===== src/hdl/hce_pkg.sv =====
// Shared types, constants and microcode table for the Hill cipher encryptor.
package hce_pkg;

  localparam int LETTER_W    = 5;
  localparam int KEY_ENTRY_W = 5;
  localparam int KEY_ROWS    = 4;
  localparam int KEY_COLS    = 4;
  localparam int KEY_ROW_W   = KEY_COLS * KEY_ENTRY_W;
  localparam int ROW_W       = $clog2(KEY_ROWS);
  localparam int BSIZE_W     = 3;
  localparam int FILL_W      = 3;
  localparam int DIM_W       = 3;
  localparam int PROD_W      = 2 * LETTER_W;
  localparam int ACC_W       = PROD_W + 2;
  localparam int CFG_IDX_W   = 3;
  localparam int CFG_DATA_W  = KEY_ROW_W;
  localparam int MAX_DIM_DEF = 4;

  localparam logic [BSIZE_W-1:0] BSIZE_RST = 3'd2;

  // mod 26 by reciprocal: q = (x * RECIP) >> RECIP_SH is exact for x < 4096
  localparam int MODULUS  = 26;
  localparam int RECIP_SH = 16;
  localparam int RECIP    = ((1 << RECIP_SH) + MODULUS - 1) / MODULUS;
  localparam int RECIP_W  = RECIP_SH - 3;
  localparam int QUOT_W   = 8;

  // register indexes
  localparam logic [CFG_IDX_W-1:0] CFG_BLOCK_SIZE    = 3'd0;
  localparam logic [CFG_IDX_W-1:0] CFG_KEY_ROW_ZERO  = 3'd1;
  localparam logic [CFG_IDX_W-1:0] CFG_KEY_ROW_ONE   = 3'd2;
  localparam logic [CFG_IDX_W-1:0] CFG_KEY_ROW_TWO   = 3'd3;
  localparam logic [CFG_IDX_W-1:0] CFG_KEY_ROW_THREE = 3'd4;

  typedef logic [1:0] step_t;
  localparam step_t STEP_FETCH = 2'd0;
  localparam step_t STEP_MAC   = 2'd1;
  localparam step_t STEP_EMIT  = 2'd2;

  typedef enum logic [1:0] {
    OP_FETCH,
    OP_MAC,
    OP_EMIT
  } op_t;

  typedef enum logic [1:0] {
    COND_BLOCK_FULL,
    COND_COL_LAST,
    COND_ROW_LAST
  } cond_t;

  typedef struct packed {
    op_t   op;
    cond_t cond;
    step_t jump_to;
    step_t next_to;
  } uop_t;

  typedef struct packed {
    logic take_letter;
    logic mac;
    logic emit;
  } hce_ctrl_t;

  typedef struct packed {
    logic block_full;
    logic col_last;
    logic row_last;
    logic out_free;
  } hce_stat_t;

  function automatic uop_t ucode_rom(input step_t step);
    uop_t w;
    case (step)
      STEP_FETCH: w = '{op: OP_FETCH, cond: COND_BLOCK_FULL,
                        jump_to: STEP_MAC, next_to: STEP_FETCH};
      STEP_MAC:   w = '{op: OP_MAC, cond: COND_COL_LAST,
                        jump_to: STEP_EMIT, next_to: STEP_MAC};
      STEP_EMIT:  w = '{op: OP_EMIT, cond: COND_ROW_LAST,
                        jump_to: STEP_FETCH, next_to: STEP_MAC};
      default:    w = '{op: OP_FETCH, cond: COND_BLOCK_FULL,
                        jump_to: STEP_FETCH, next_to: STEP_FETCH};
    endcase
    return w;
  endfunction

  function automatic logic [LETTER_W-1:0] mod26(input logic [ACC_W-1:0] x);
    logic [ACC_W+RECIP_W-1:0] p;
    logic [QUOT_W-1:0]        q;
    logic [ACC_W:0]           q26;
    logic [ACC_W-1:0]         r;
    p   = x * RECIP_W'(RECIP);
    q   = QUOT_W'(p >> RECIP_SH);
    q26 = ((ACC_W+1)'(q) << 4) + ((ACC_W+1)'(q) << 3) + ((ACC_W+1)'(q) << 1);
    r   = ACC_W'(x - q26[ACC_W-1:0]);
    if (r >= ACC_W'(MODULUS)) begin
      r = r - ACC_W'(MODULUS);
    end
    return r[LETTER_W-1:0];
  endfunction

endpackage


===== src/hdl/hce_in_if.sv =====
// Plaintext letter request channel.
interface hce_in_if;
  import hce_pkg::*;
  logic                valid;
  logic                ready;
  logic [LETTER_W-1:0] plain_letter;
  modport source (output valid, output plain_letter, input ready);
  modport sink (input valid, input plain_letter, output ready);
endinterface


===== src/hdl/hce_out_if.sv =====
// Cipher letter result channel.
interface hce_out_if;
  import hce_pkg::*;
  logic                valid;
  logic                ready;
  logic [LETTER_W-1:0] cipher_letter;
  logic                block_last;
  modport source (output valid, output cipher_letter, output block_last, input ready);
  modport sink (input valid, input cipher_letter, input block_last, output ready);
endinterface


===== src/hdl/hce_cfg_if.sv =====
// Register write channel.
interface hce_cfg_if;
  import hce_pkg::*;
  logic                  valid;
  logic                  ready;
  logic [CFG_IDX_W-1:0]  index;
  logic [CFG_DATA_W-1:0] data;
  modport source (output valid, output index, output data, input ready);
  modport sink (input valid, input index, input data, output ready);
endinterface


===== src/hdl/hce_cfg_regs.sv =====
// Block size and key matrix registers.
module hce_cfg_regs (
  input  logic                                         clk,
  input  logic                                         rst_n,
  input  logic                                         cfg_valid,
  input  logic [hce_pkg::CFG_IDX_W-1:0]                cfg_index,
  input  logic [hce_pkg::CFG_DATA_W-1:0]               cfg_data,
  output logic                                         cfg_ready,
  output logic [hce_pkg::BSIZE_W-1:0]                  block_size,
  output logic [hce_pkg::KEY_ROWS-1:0][hce_pkg::KEY_ROW_W-1:0] key_rows
);
  import hce_pkg::*;

  logic [BSIZE_W-1:0]                  block_size_r;
  logic [KEY_ROWS-1:0][KEY_ROW_W-1:0]  key_rows_r;

  assign cfg_ready  = 1'b1;
  assign block_size = block_size_r;
  assign key_rows   = key_rows_r;

  always_ff @(posedge clk) begin
    if (!rst_n) begin
      block_size_r <= BSIZE_RST;
      key_rows_r   <= '0;
    end else if (cfg_valid) begin
      case (cfg_index)
        CFG_BLOCK_SIZE:    block_size_r  <= cfg_data[BSIZE_W-1:0];
        CFG_KEY_ROW_ZERO:  key_rows_r[0] <= cfg_data[KEY_ROW_W-1:0];
        CFG_KEY_ROW_ONE:   key_rows_r[1] <= cfg_data[KEY_ROW_W-1:0];
        CFG_KEY_ROW_TWO:   key_rows_r[2] <= cfg_data[KEY_ROW_W-1:0];
        CFG_KEY_ROW_THREE: key_rows_r[3] <= cfg_data[KEY_ROW_W-1:0];
        default: ;
      endcase
    end
  end

endmodule


===== src/hdl/hce_sequencer.sv =====
// Microcode step counter: fetches control words and resolves jumps.
module hce_sequencer (
  input  logic               clk,
  input  logic               rst_n,
  input  logic               in_valid,
  input  hce_pkg::hce_stat_t stat,
  output logic               in_ready,
  output hce_pkg::hce_ctrl_t ctrl
);
  import hce_pkg::*;

  step_t step_r;
  step_t step_nxt;
  uop_t  uop;
  logic  stall;
  logic  take;

  assign uop = ucode_rom(step_r);

  // next step
  always_comb begin
    case (uop.op)
      OP_FETCH: stall = !in_valid;
      OP_MAC:   stall = 1'b0;
      OP_EMIT:  stall = !stat.out_free;
      default:  stall = 1'b1;
    endcase
    case (uop.cond)
      COND_BLOCK_FULL: take = stat.block_full;
      COND_COL_LAST:   take = stat.col_last;
      COND_ROW_LAST:   take = stat.row_last;
      default:         take = 1'b0;
    endcase
    if (stall) begin
      step_nxt = step_r;
    end else if (take) begin
      step_nxt = uop.jump_to;
    end else begin
      step_nxt = uop.next_to;
    end
  end

  // control outputs
  always_comb begin
    in_ready         = (uop.op == OP_FETCH);
    ctrl.take_letter = (uop.op == OP_FETCH) && in_valid;
    ctrl.mac         = (uop.op == OP_MAC);
    ctrl.emit        = (uop.op == OP_EMIT) && stat.out_free;
  end

  always_ff @(posedge clk) begin
    if (!rst_n) begin
      step_r <= STEP_FETCH;
    end else begin
      step_r <= step_nxt;
    end
  end

`ifndef SYNTHESIS
  a_emit_waits: assert property (@(posedge clk) disable iff (!rst_n)
    (step_r == STEP_EMIT && !stat.out_free) |=> step_r == STEP_EMIT)
    else $error("emit step left while output register busy");
  a_step_legal: assert property (@(posedge clk) disable iff (!rst_n)
    (step_r == STEP_FETCH || step_r == STEP_MAC || step_r == STEP_EMIT))
    else $error("step counter outside the program");
  a_fetch_waits: assert property (@(posedge clk) disable iff (!rst_n)
    (step_r == STEP_FETCH && !in_valid) |=> step_r == STEP_FETCH)
    else $error("fetch step left without a request");
`endif

endmodule


===== src/hdl/hce_datapath.sv =====
// Letter buffer, single multiply-accumulate, mod 26 reduction, output register.
module hce_datapath #(
  parameter int MAX_DIM = hce_pkg::MAX_DIM_DEF
) (
  input  logic                                         clk,
  input  logic                                         rst_n,
  input  hce_pkg::hce_ctrl_t                           ctrl,
  input  logic [hce_pkg::LETTER_W-1:0]                 plain_letter,
  input  logic [hce_pkg::BSIZE_W-1:0]                  block_size,
  input  logic [hce_pkg::KEY_ROWS-1:0][hce_pkg::KEY_ROW_W-1:0] key_rows,
  input  logic                                         out_ready,
  output logic                                         out_valid,
  output logic [hce_pkg::LETTER_W-1:0]                 cipher_letter,
  output logic                                         block_last,
  output hce_pkg::hce_stat_t                           stat
);
  import hce_pkg::*;

  localparam int CAP   = (MAX_DIM < KEY_ROWS) ? MAX_DIM : KEY_ROWS;
  localparam int IDX_W = (MAX_DIM > 1) ? $clog2(MAX_DIM) : 1;

  logic [LETTER_W-1:0] buf_r [MAX_DIM];
  logic [FILL_W-1:0]   fill_r, fill_nxt;
  logic [ROW_W-1:0]    row_r, row_nxt;
  logic [ROW_W-1:0]    col_r, col_nxt;
  logic [ACC_W-1:0]    acc_r, acc_nxt;
  logic                out_valid_r, out_valid_nxt;
  logic [LETTER_W-1:0] out_letter_r;
  logic                out_last_r;

  logic [DIM_W-1:0]       dim;
  logic [KEY_ENTRY_W-1:0] key_ent;
  logic [LETTER_W-1:0]    buf_rd;
  logic [PROD_W-1:0]      prod;

  // zero acts as one, anything above the cap acts as the cap
  always_comb begin
    if (block_size == '0) begin
      dim = DIM_W'(1);
    end else if (DIM_W'(block_size) > DIM_W'(CAP)) begin
      dim = DIM_W'(CAP);
    end else begin
      dim = DIM_W'(block_size);
    end
  end

  assign key_ent = key_rows[row_r][col_r*KEY_ENTRY_W +: KEY_ENTRY_W];
  assign buf_rd  = buf_r[IDX_W'(col_r)];
  assign prod    = key_ent * buf_rd;

  assign stat.block_full = (FILL_W'(fill_r + FILL_W'(1)) >= FILL_W'(dim));
  assign stat.col_last   = (DIM_W'(col_r) + DIM_W'(1) == dim);
  assign stat.row_last   = (DIM_W'(row_r) + DIM_W'(1) == dim);
  assign stat.out_free   = !out_valid_r || out_ready;

  always_comb begin
    fill_nxt      = fill_r;
    row_nxt       = row_r;
    col_nxt       = col_r;
    acc_nxt       = acc_r;
    out_valid_nxt = out_ready ? 1'b0 : out_valid_r;
    if (ctrl.take_letter) begin
      fill_nxt = fill_r + FILL_W'(1);
    end
    if (ctrl.mac) begin
      acc_nxt = acc_r + ACC_W'(prod);
      col_nxt = col_r + ROW_W'(1);
    end
    if (ctrl.emit) begin
      out_valid_nxt = 1'b1;
      acc_nxt       = '0;
      col_nxt       = '0;
      if (stat.row_last) begin
        row_nxt  = '0;
        fill_nxt = '0;
      end else begin
        row_nxt = row_r + ROW_W'(1);
      end
    end
  end

  always_ff @(posedge clk) begin
    if (!rst_n) begin
      fill_r      <= '0;
      row_r       <= '0;
      col_r       <= '0;
      acc_r       <= '0;
      out_valid_r <= 1'b0;
    end else begin
      fill_r      <= fill_nxt;
      row_r       <= row_nxt;
      col_r       <= col_nxt;
      acc_r       <= acc_nxt;
      out_valid_r <= out_valid_nxt;
    end
  end

  always_ff @(posedge clk) begin
    if (ctrl.take_letter && (int'(fill_r) < MAX_DIM)) begin
      buf_r[IDX_W'(fill_r)] <= plain_letter;
    end
    if (ctrl.emit) begin
      out_letter_r <= mod26(acc_r);
      out_last_r   <= stat.row_last;
    end
  end

  assign out_valid     = out_valid_r;
  assign cipher_letter = out_letter_r;
  assign block_last    = out_last_r;

`ifndef SYNTHESIS
  a_fill_bound: assert property (@(posedge clk) disable iff (!rst_n)
    ctrl.take_letter |-> (int'(fill_r) < CAP))
    else $error("letter taken with buffer already full");
  a_block_end: assert property (@(posedge clk) disable iff (!rst_n)
    (ctrl.emit && stat.row_last) |=> (fill_r == '0 && row_r == '0 && col_r == '0))
    else $error("counters not cleared after last row");
  a_no_overwrite: assert property (@(posedge clk) disable iff (!rst_n)
    ctrl.emit |-> (!out_valid_r || out_ready))
    else $error("output register overwritten while held");
`endif

endmodule


===== src/hdl/hill_cipher_encrypt.sv =====
// Hill cipher encryptor, mod 26. Letters 0..25 enter one per request and are buffered until
// block_size (1..4) of them are held; the block is then multiplied by the key matrix on one
// shared multiply-accumulate run by a three-word microcode program, and block_size cipher
// letters leave in row order, the last flagged by block_last. Each letter is taken in the
// fetch step; a block of n letters is then worked row by row, n MAC steps plus one reduce
// and emit step per row, and the emit step waits while the output register is still held.
// Input is not taken while a block is being computed. No clearing pass follows reset.
module hill_cipher_encrypt #(
  parameter int MAX_DIM = hce_pkg::MAX_DIM_DEF
) (
  input logic      clk,
  input logic      rst_n,
  hce_cfg_if.sink  cfg_ch,
  hce_in_if.sink   in_ch,
  hce_out_if.source out_ch
);
  import hce_pkg::*;

  hce_ctrl_t                          ctrl;
  hce_stat_t                          stat;
  logic [BSIZE_W-1:0]                 block_size;
  logic [KEY_ROWS-1:0][KEY_ROW_W-1:0] key_rows;

  hce_cfg_regs u_cfg (
    .clk        (clk),
    .rst_n      (rst_n),
    .cfg_valid  (cfg_ch.valid),
    .cfg_index  (cfg_ch.index),
    .cfg_data   (cfg_ch.data),
    .cfg_ready  (cfg_ch.ready),
    .block_size (block_size),
    .key_rows   (key_rows)
  );

  hce_sequencer u_seq (
    .clk      (clk),
    .rst_n    (rst_n),
    .in_valid (in_ch.valid),
    .stat     (stat),
    .in_ready (in_ch.ready),
    .ctrl     (ctrl)
  );

  hce_datapath #(
    .MAX_DIM (MAX_DIM)
  ) u_dp (
    .clk           (clk),
    .rst_n         (rst_n),
    .ctrl          (ctrl),
    .plain_letter  (in_ch.plain_letter),
    .block_size    (block_size),
    .key_rows      (key_rows),
    .out_ready     (out_ch.ready),
    .out_valid     (out_ch.valid),
    .cipher_letter (out_ch.cipher_letter),
    .block_last    (out_ch.block_last),
    .stat          (stat)
  );

endmodule


===== src/flat_wrapper.sv =====
// flat-port wrapper written by rule: the top's interface ports become plain ports
module hill_cipher_encrypt_flat import hce_pkg::*;
#(
  parameter int MAX_DIM = hce_pkg::MAX_DIM_DEF
)
  (clk, rst_n, cfg_ch_valid, cfg_ch_index, cfg_ch_data, cfg_ch_ready, in_ch_valid, in_ch_plain_letter, in_ch_ready, out_ch_valid, out_ch_cipher_letter, out_ch_block_last, out_ch_ready);
  hce_cfg_if cfg_ch_i ();
  hce_in_if in_ch_i ();
  hce_out_if out_ch_i ();
  input logic clk;
  input logic rst_n;
  input wire logic [$bits(cfg_ch_i.valid)-1:0] cfg_ch_valid;
  input wire logic [$bits(cfg_ch_i.index)-1:0] cfg_ch_index;
  input wire logic [$bits(cfg_ch_i.data)-1:0] cfg_ch_data;
  output wire logic [$bits(cfg_ch_i.ready)-1:0] cfg_ch_ready;
  input wire logic [$bits(in_ch_i.valid)-1:0] in_ch_valid;
  input wire logic [$bits(in_ch_i.plain_letter)-1:0] in_ch_plain_letter;
  output wire logic [$bits(in_ch_i.ready)-1:0] in_ch_ready;
  output wire logic [$bits(out_ch_i.valid)-1:0] out_ch_valid;
  output wire logic [$bits(out_ch_i.cipher_letter)-1:0] out_ch_cipher_letter;
  output wire logic [$bits(out_ch_i.block_last)-1:0] out_ch_block_last;
  input wire logic [$bits(out_ch_i.ready)-1:0] out_ch_ready;
  assign cfg_ch_i.valid = cfg_ch_valid;
  assign cfg_ch_i.index = cfg_ch_index;
  assign cfg_ch_i.data = cfg_ch_data;
  assign cfg_ch_ready = cfg_ch_i.ready;
  assign in_ch_i.valid = in_ch_valid;
  assign in_ch_i.plain_letter = in_ch_plain_letter;
  assign in_ch_ready = in_ch_i.ready;
  assign out_ch_valid = out_ch_i.valid;
  assign out_ch_cipher_letter = out_ch_i.cipher_letter;
  assign out_ch_block_last = out_ch_i.block_last;
  assign out_ch_i.ready = out_ch_ready;
  hill_cipher_encrypt #(.MAX_DIM(MAX_DIM)) u_core (.clk(clk), .rst_n(rst_n), .cfg_ch(cfg_ch_i), .in_ch(in_ch_i), .out_ch(out_ch_i));
endmodule

===== config.mk =====
export PLATFORM = sky130hd
export DESIGN_NAME = hill_cipher_encrypt_flat
export DESIGN_NICKNAME = d
export VERILOG_FILES = /design/src/hdl/hce_pkg.sv /design/src/hdl/hce_in_if.sv /design/src/hdl/hce_out_if.sv /design/src/hdl/hce_cfg_if.sv /design/src/hdl/hce_cfg_regs.sv /design/src/hdl/hce_sequencer.sv /design/src/hdl/hce_datapath.sv /design/src/hdl/hill_cipher_encrypt.sv /design/src/flat_wrapper.sv
export SDC_FILE = /design/constraint.sdc
export NUM_CORES = 1
export LEC_CHECK = 0
export BUFFER_PORTS_ARGS = -buffer_cell sky130_fd_sc_hd__buf_4
export CAP_MARGIN = 20
export CELL_PAD_IN_SITES_DETAIL_PLACEMENT = 0
export CELL_PAD_IN_SITES_GLOBAL_PLACEMENT = 2
export CORE_AREA = 2 2 159 161
export CTS_CLUSTER_SIZE = 30
export DETAILED_ROUTE_END_ITERATION = 6
export DIE_AREA = 0 0 161 163
export MAX_ROUTING_LAYER = met4
export PLACE_DENSITY = 0.84
export SYNTH_ARGS = -nofsm -noshare
export SYNTH_HDL_FRONTEND = slang
export SYNTH_SLANG_ARGS = --single-unit

===== constraint.sdc =====
create_clock -name clk -period 10.4 [get_ports clk]
set_input_delay 0.52 -clock clk [delete_from_list [all_inputs] [get_ports clk]]
set_output_delay 0.52 -clock clk [all_outputs]
set_load 0.01 [all_outputs]

==> flow_metrics.py <==
metrics = {
    "sta": {
        "setup_tns_ps": 0,
        "maxSlewHeadroom": 0.281,
        "worst_clock_skew_ps": 10.9,
        "fin_ws_ps": 2280,
        "fmax_mhz": 123,
        "min_period_ps": 8120,
        "setup_viol": 0,
        "hold_violations": 0,
        "rsz0062_at_grt": "no",
        "fin_crit_sh": 0.781,
        "final_max_slew_viol_count": 0,
        "tightest_slew_ps": 1070,
    },
    "synthesis": {
        "synth_warnings": 0,
        "synth_edf_count": 26,
        "synth_top_area_frac": 0.216,
        "yosysSeqAreaShare": 0.294,
        "syn_nets": 1276,
        "ys_ff_latch": 133,
        "synth_cell_type_count": 58,
        "synth_top_flop_cell": "dfxtp_1",
        "yosys-top-cells-area": "dfxtp_1 22%, ha_1 16%, fa_1 13%, edfxtp_1 7.9%, nand2_1 7.2%",
        "synth_area_leader_cell": "dfxtp_1",
        "synth_cells": 1054,
        "ys_async_sr_fraction": 0,
        "syn_area_mm2": 0.00993,
        "synth.avg_cell_area_um2": 9.42,
    },
    "floorplanning": {
        "dieWidth_um": 161,
        "row_count": 58,
        "die_area_mm2": 0.0262,
        "die_y_um": 163,
        "ios": 42,
        "core_area_mm2": 0.0247,
        "initial_core_util": 0.402,
    },
    "grt": {
        "grt_pass1_vias": 7089,
        "grt_antenna_before_repair": 0,
        "overflow": 0,
        "grt_max_degree": 83,
        "grt_pass1_wl_mm": 36.9,
        "track_usage": 0.184,
    },
    "route": {
        "wl_mm": 22.2,
        "vias": 6940,
        "route.detailed.drc": 0,
        "vias_per_cell": 4.88,
        "wl_per_cell_um": 15.6,
        "drt-initial-drc-count": 333,
        "ant_nets": 0,
        "dr.pass1.iters": 4,
    },
    "critical_path": {
        "cp-end-kind": "flop",
        "cp.buffers_inverters": 5,
        "critical_path_class": "reg -> reg",
        "cp_max_fo": 9,
        "cpPeakStageDelay_ps": 640,
        "cp.required_ps": 10580,
        "cp.arrival_ps": 8310,
        "cpMaxStageDelayCell": "dfxtp_1",
        "start_kind": "flop",
        "crit_family": "adder cells",
    },
    "clock_network": {
        "cts_inserted_buffers": 17,
        "insertion_delay_ps": 420,
        "ctsHtreeMaxLevel": 4,
        "cts_max_path_buffers": 2,
        "post_cts_buffers": 0,
        "ctsResizeCount": 0,
        "clk_pin_slew_ps": 70,
        "cts_root_buffer": "clkbuf_16",
        "cts_tree": "yes",
        "cts.hold.buffers_added": 0,
        "cts.sinks": 133,
    },
    "cells_and_area": {
        "syn2layout_area_growth_pct": 11.7,
        "multi_input_area_mm2": 0.00630,
        "fin_nets": 1300,
        "drive_gt1_frac": 0.109,
        "fillers": 2443,
        "antenna_cells": 0,
        "fin_util": 0.449,
        "seqCellArea_mm2": 0.00292,
    },
    "place": {
        "preCtsSetupSlack_ps": 2270,
        "io_buffers": 40,
        "dpl.hpwl_mm": 16.4,
        "gp_congestion": 0.773,
    },
    "run_status": {
        "outcome": "complete, no violations",
    },
    "power": {
        "ir_worst_vdd_uv": 126,
        "cellPowerDensity_mw_per_mm2": 159,
        "leakage_uw": 0.00509,
    },
    "flow_run": {
        "max-cap-violations": 0,
    },
    "worst_hold_path": {
        "hold_class": "in -> reg",
    },
}
## sequential cells by signal, indices dropped and copies added (netlist names), named ones only
register and cells:
u_core.u_dp.col_r 2, u_core.u_cfg.block_size 3, u_core.u_seq.step_r 2, u_core.u_dp.out_valid 1, u_core.u_dp.acc_r 12, u_core.u_cfg.key_rows 80
u_core.u_dp.buf_r 20, u_core.u_dp.fill_r 3, u_core.u_dp.block_last 1, u_core.u_dp.cipher_letter 5, u_core.u_dp.row_r 2
## layout make-up
class                   count  share of cell area
clock buffers              17              0.0384
flip-flops and latches    133               0.264
clock inverters            15              0.0124
inverters                 146              0.0494
multi-input cells         736               0.568
repair buffers             44              0.0305
well taps                 330              0.0372
## kinds of logic after synthesis
| kind of cell | after synthesis | share of synthesized area |
|---|---|---|
| AO/OA/AOI/OAI | 159 | 0.0924 |
| XOR/XNOR | 44 | 0.0388 |
| adder cells (fa/ha/maj) | 191 | 0.290 |
| buffers and inverters | 185 | 0.0707 |
| flip-flops | 133 | 0.294 |
| multiplexers | 47 | 0.0857 |
| other | 1 | 0.000378 |
| AND/OR/NAND/NOR | 294 | 0.127 |
## synth_stat cells, types with 2 or more instances
library cell  count
nand2_1         191
inv_1           145
ha_1            123
a21oi_1         112
dfxtp_1         107
fa_1             66
nor2_1           41
clkbuf_1         32
mux4_2           30
xnor2_1          30
edfxtp_1         26
and2_1           18
mux2i_1          15
xor2_1           14
o21ai_0          10
a21o_1            8
nand3_1           7
o21bai_1          7
and3_1            6
nor2b_1           6
nand2b_1          5
nand4_1           4
a31oi_1           3
buf_1             3
buf_2             3
nor3_1            3
or3_1             3
a211oi_1          2
maj3_1            2
nand3b_1          2
o211ai_1          2
or2_2             2
## worst paths after layout
path	startpoint	to	slack (ps)	cells past startpoint
setup reg to reg	u_core.u_dp.acc_r[6]	u_core.u_dp.cipher_letter[4]	2280	31
hold / removal	in_ch_plain_letter[4]	u_core.u_dp.buf_r[2][4]	300	1
setup / recovery	u_core.u_dp.acc_r[6]	u_core.u_dp.cipher_letter[4]	2280	31
hold reg to reg	u_core.u_cfg.key_rows[13]	u_core.u_cfg.key_rows[13]	450	2
## where the power goes
part,internal [uW],switching [uW],total [uW]
combinational,262,326,588
clock,315,254,569
sequential,569,40.8,610
## per-layer routing
| metal | vias to the layer above | global-route usage | routed length (um) |
|---|---|---|---|
| li1 | 3531 | - | - |
| met1 | 3298 | 0.232 | 10300 |
| met2 | 92 | 0.306 | 11100 |
| met3 | 19 | 0.0270 | 501 |
| met4 | 0 | 0.0564 | 317 |
| met5 | - | - | 0 |
## stage by stage
stage	hold slack (ps)	instances	cell area (um^2)	power, uW
final	298	1421	11100	1770
after global routing	285	1421	11100	1890
after CTS	280	1420	11100	1790
after detailed placement	444	1388	10500	1220
after global placement	439	1388	10500	1210
after floorplan	433	1054	9930	1070
## cell usage in the layout (no fill, tap or decap), types with 5 or more instances in the layout
cell	instances
a21o_1	8
a21oi_1	112
and2_1	18
and3_1	6
buf_4	43
clkbuf_16	17
dfxtp_1	106
edfxtp_1	26
fa_1	66
ha_1	123
inv_1	145
mux2i_1	15
mux4_2	30
nand2_1	191
nand2b_1	5
nand3_1	7
nor2_1	41
nor2b_1	6
o21ai_0	10
o21bai_1	7
xnor2_1	30
xor2_1	14
## worst reg2reg max path, delay by kind of cell, from the launching register on
| kind | cells | cell delay [ps] |
|---|---|---|
| xor+xnor | 3 | 810 |
| buf+inv | 5 | 250 |
| fa+ha+maj | 8 | 3510 |
| flops | 1 | 640 |
| mux | 1 | 90 |
| compound gates | 9 | 1640 |
| simple gates | 5 | 940 |
No activity file was read; power rests on OpenSTA's default activity.
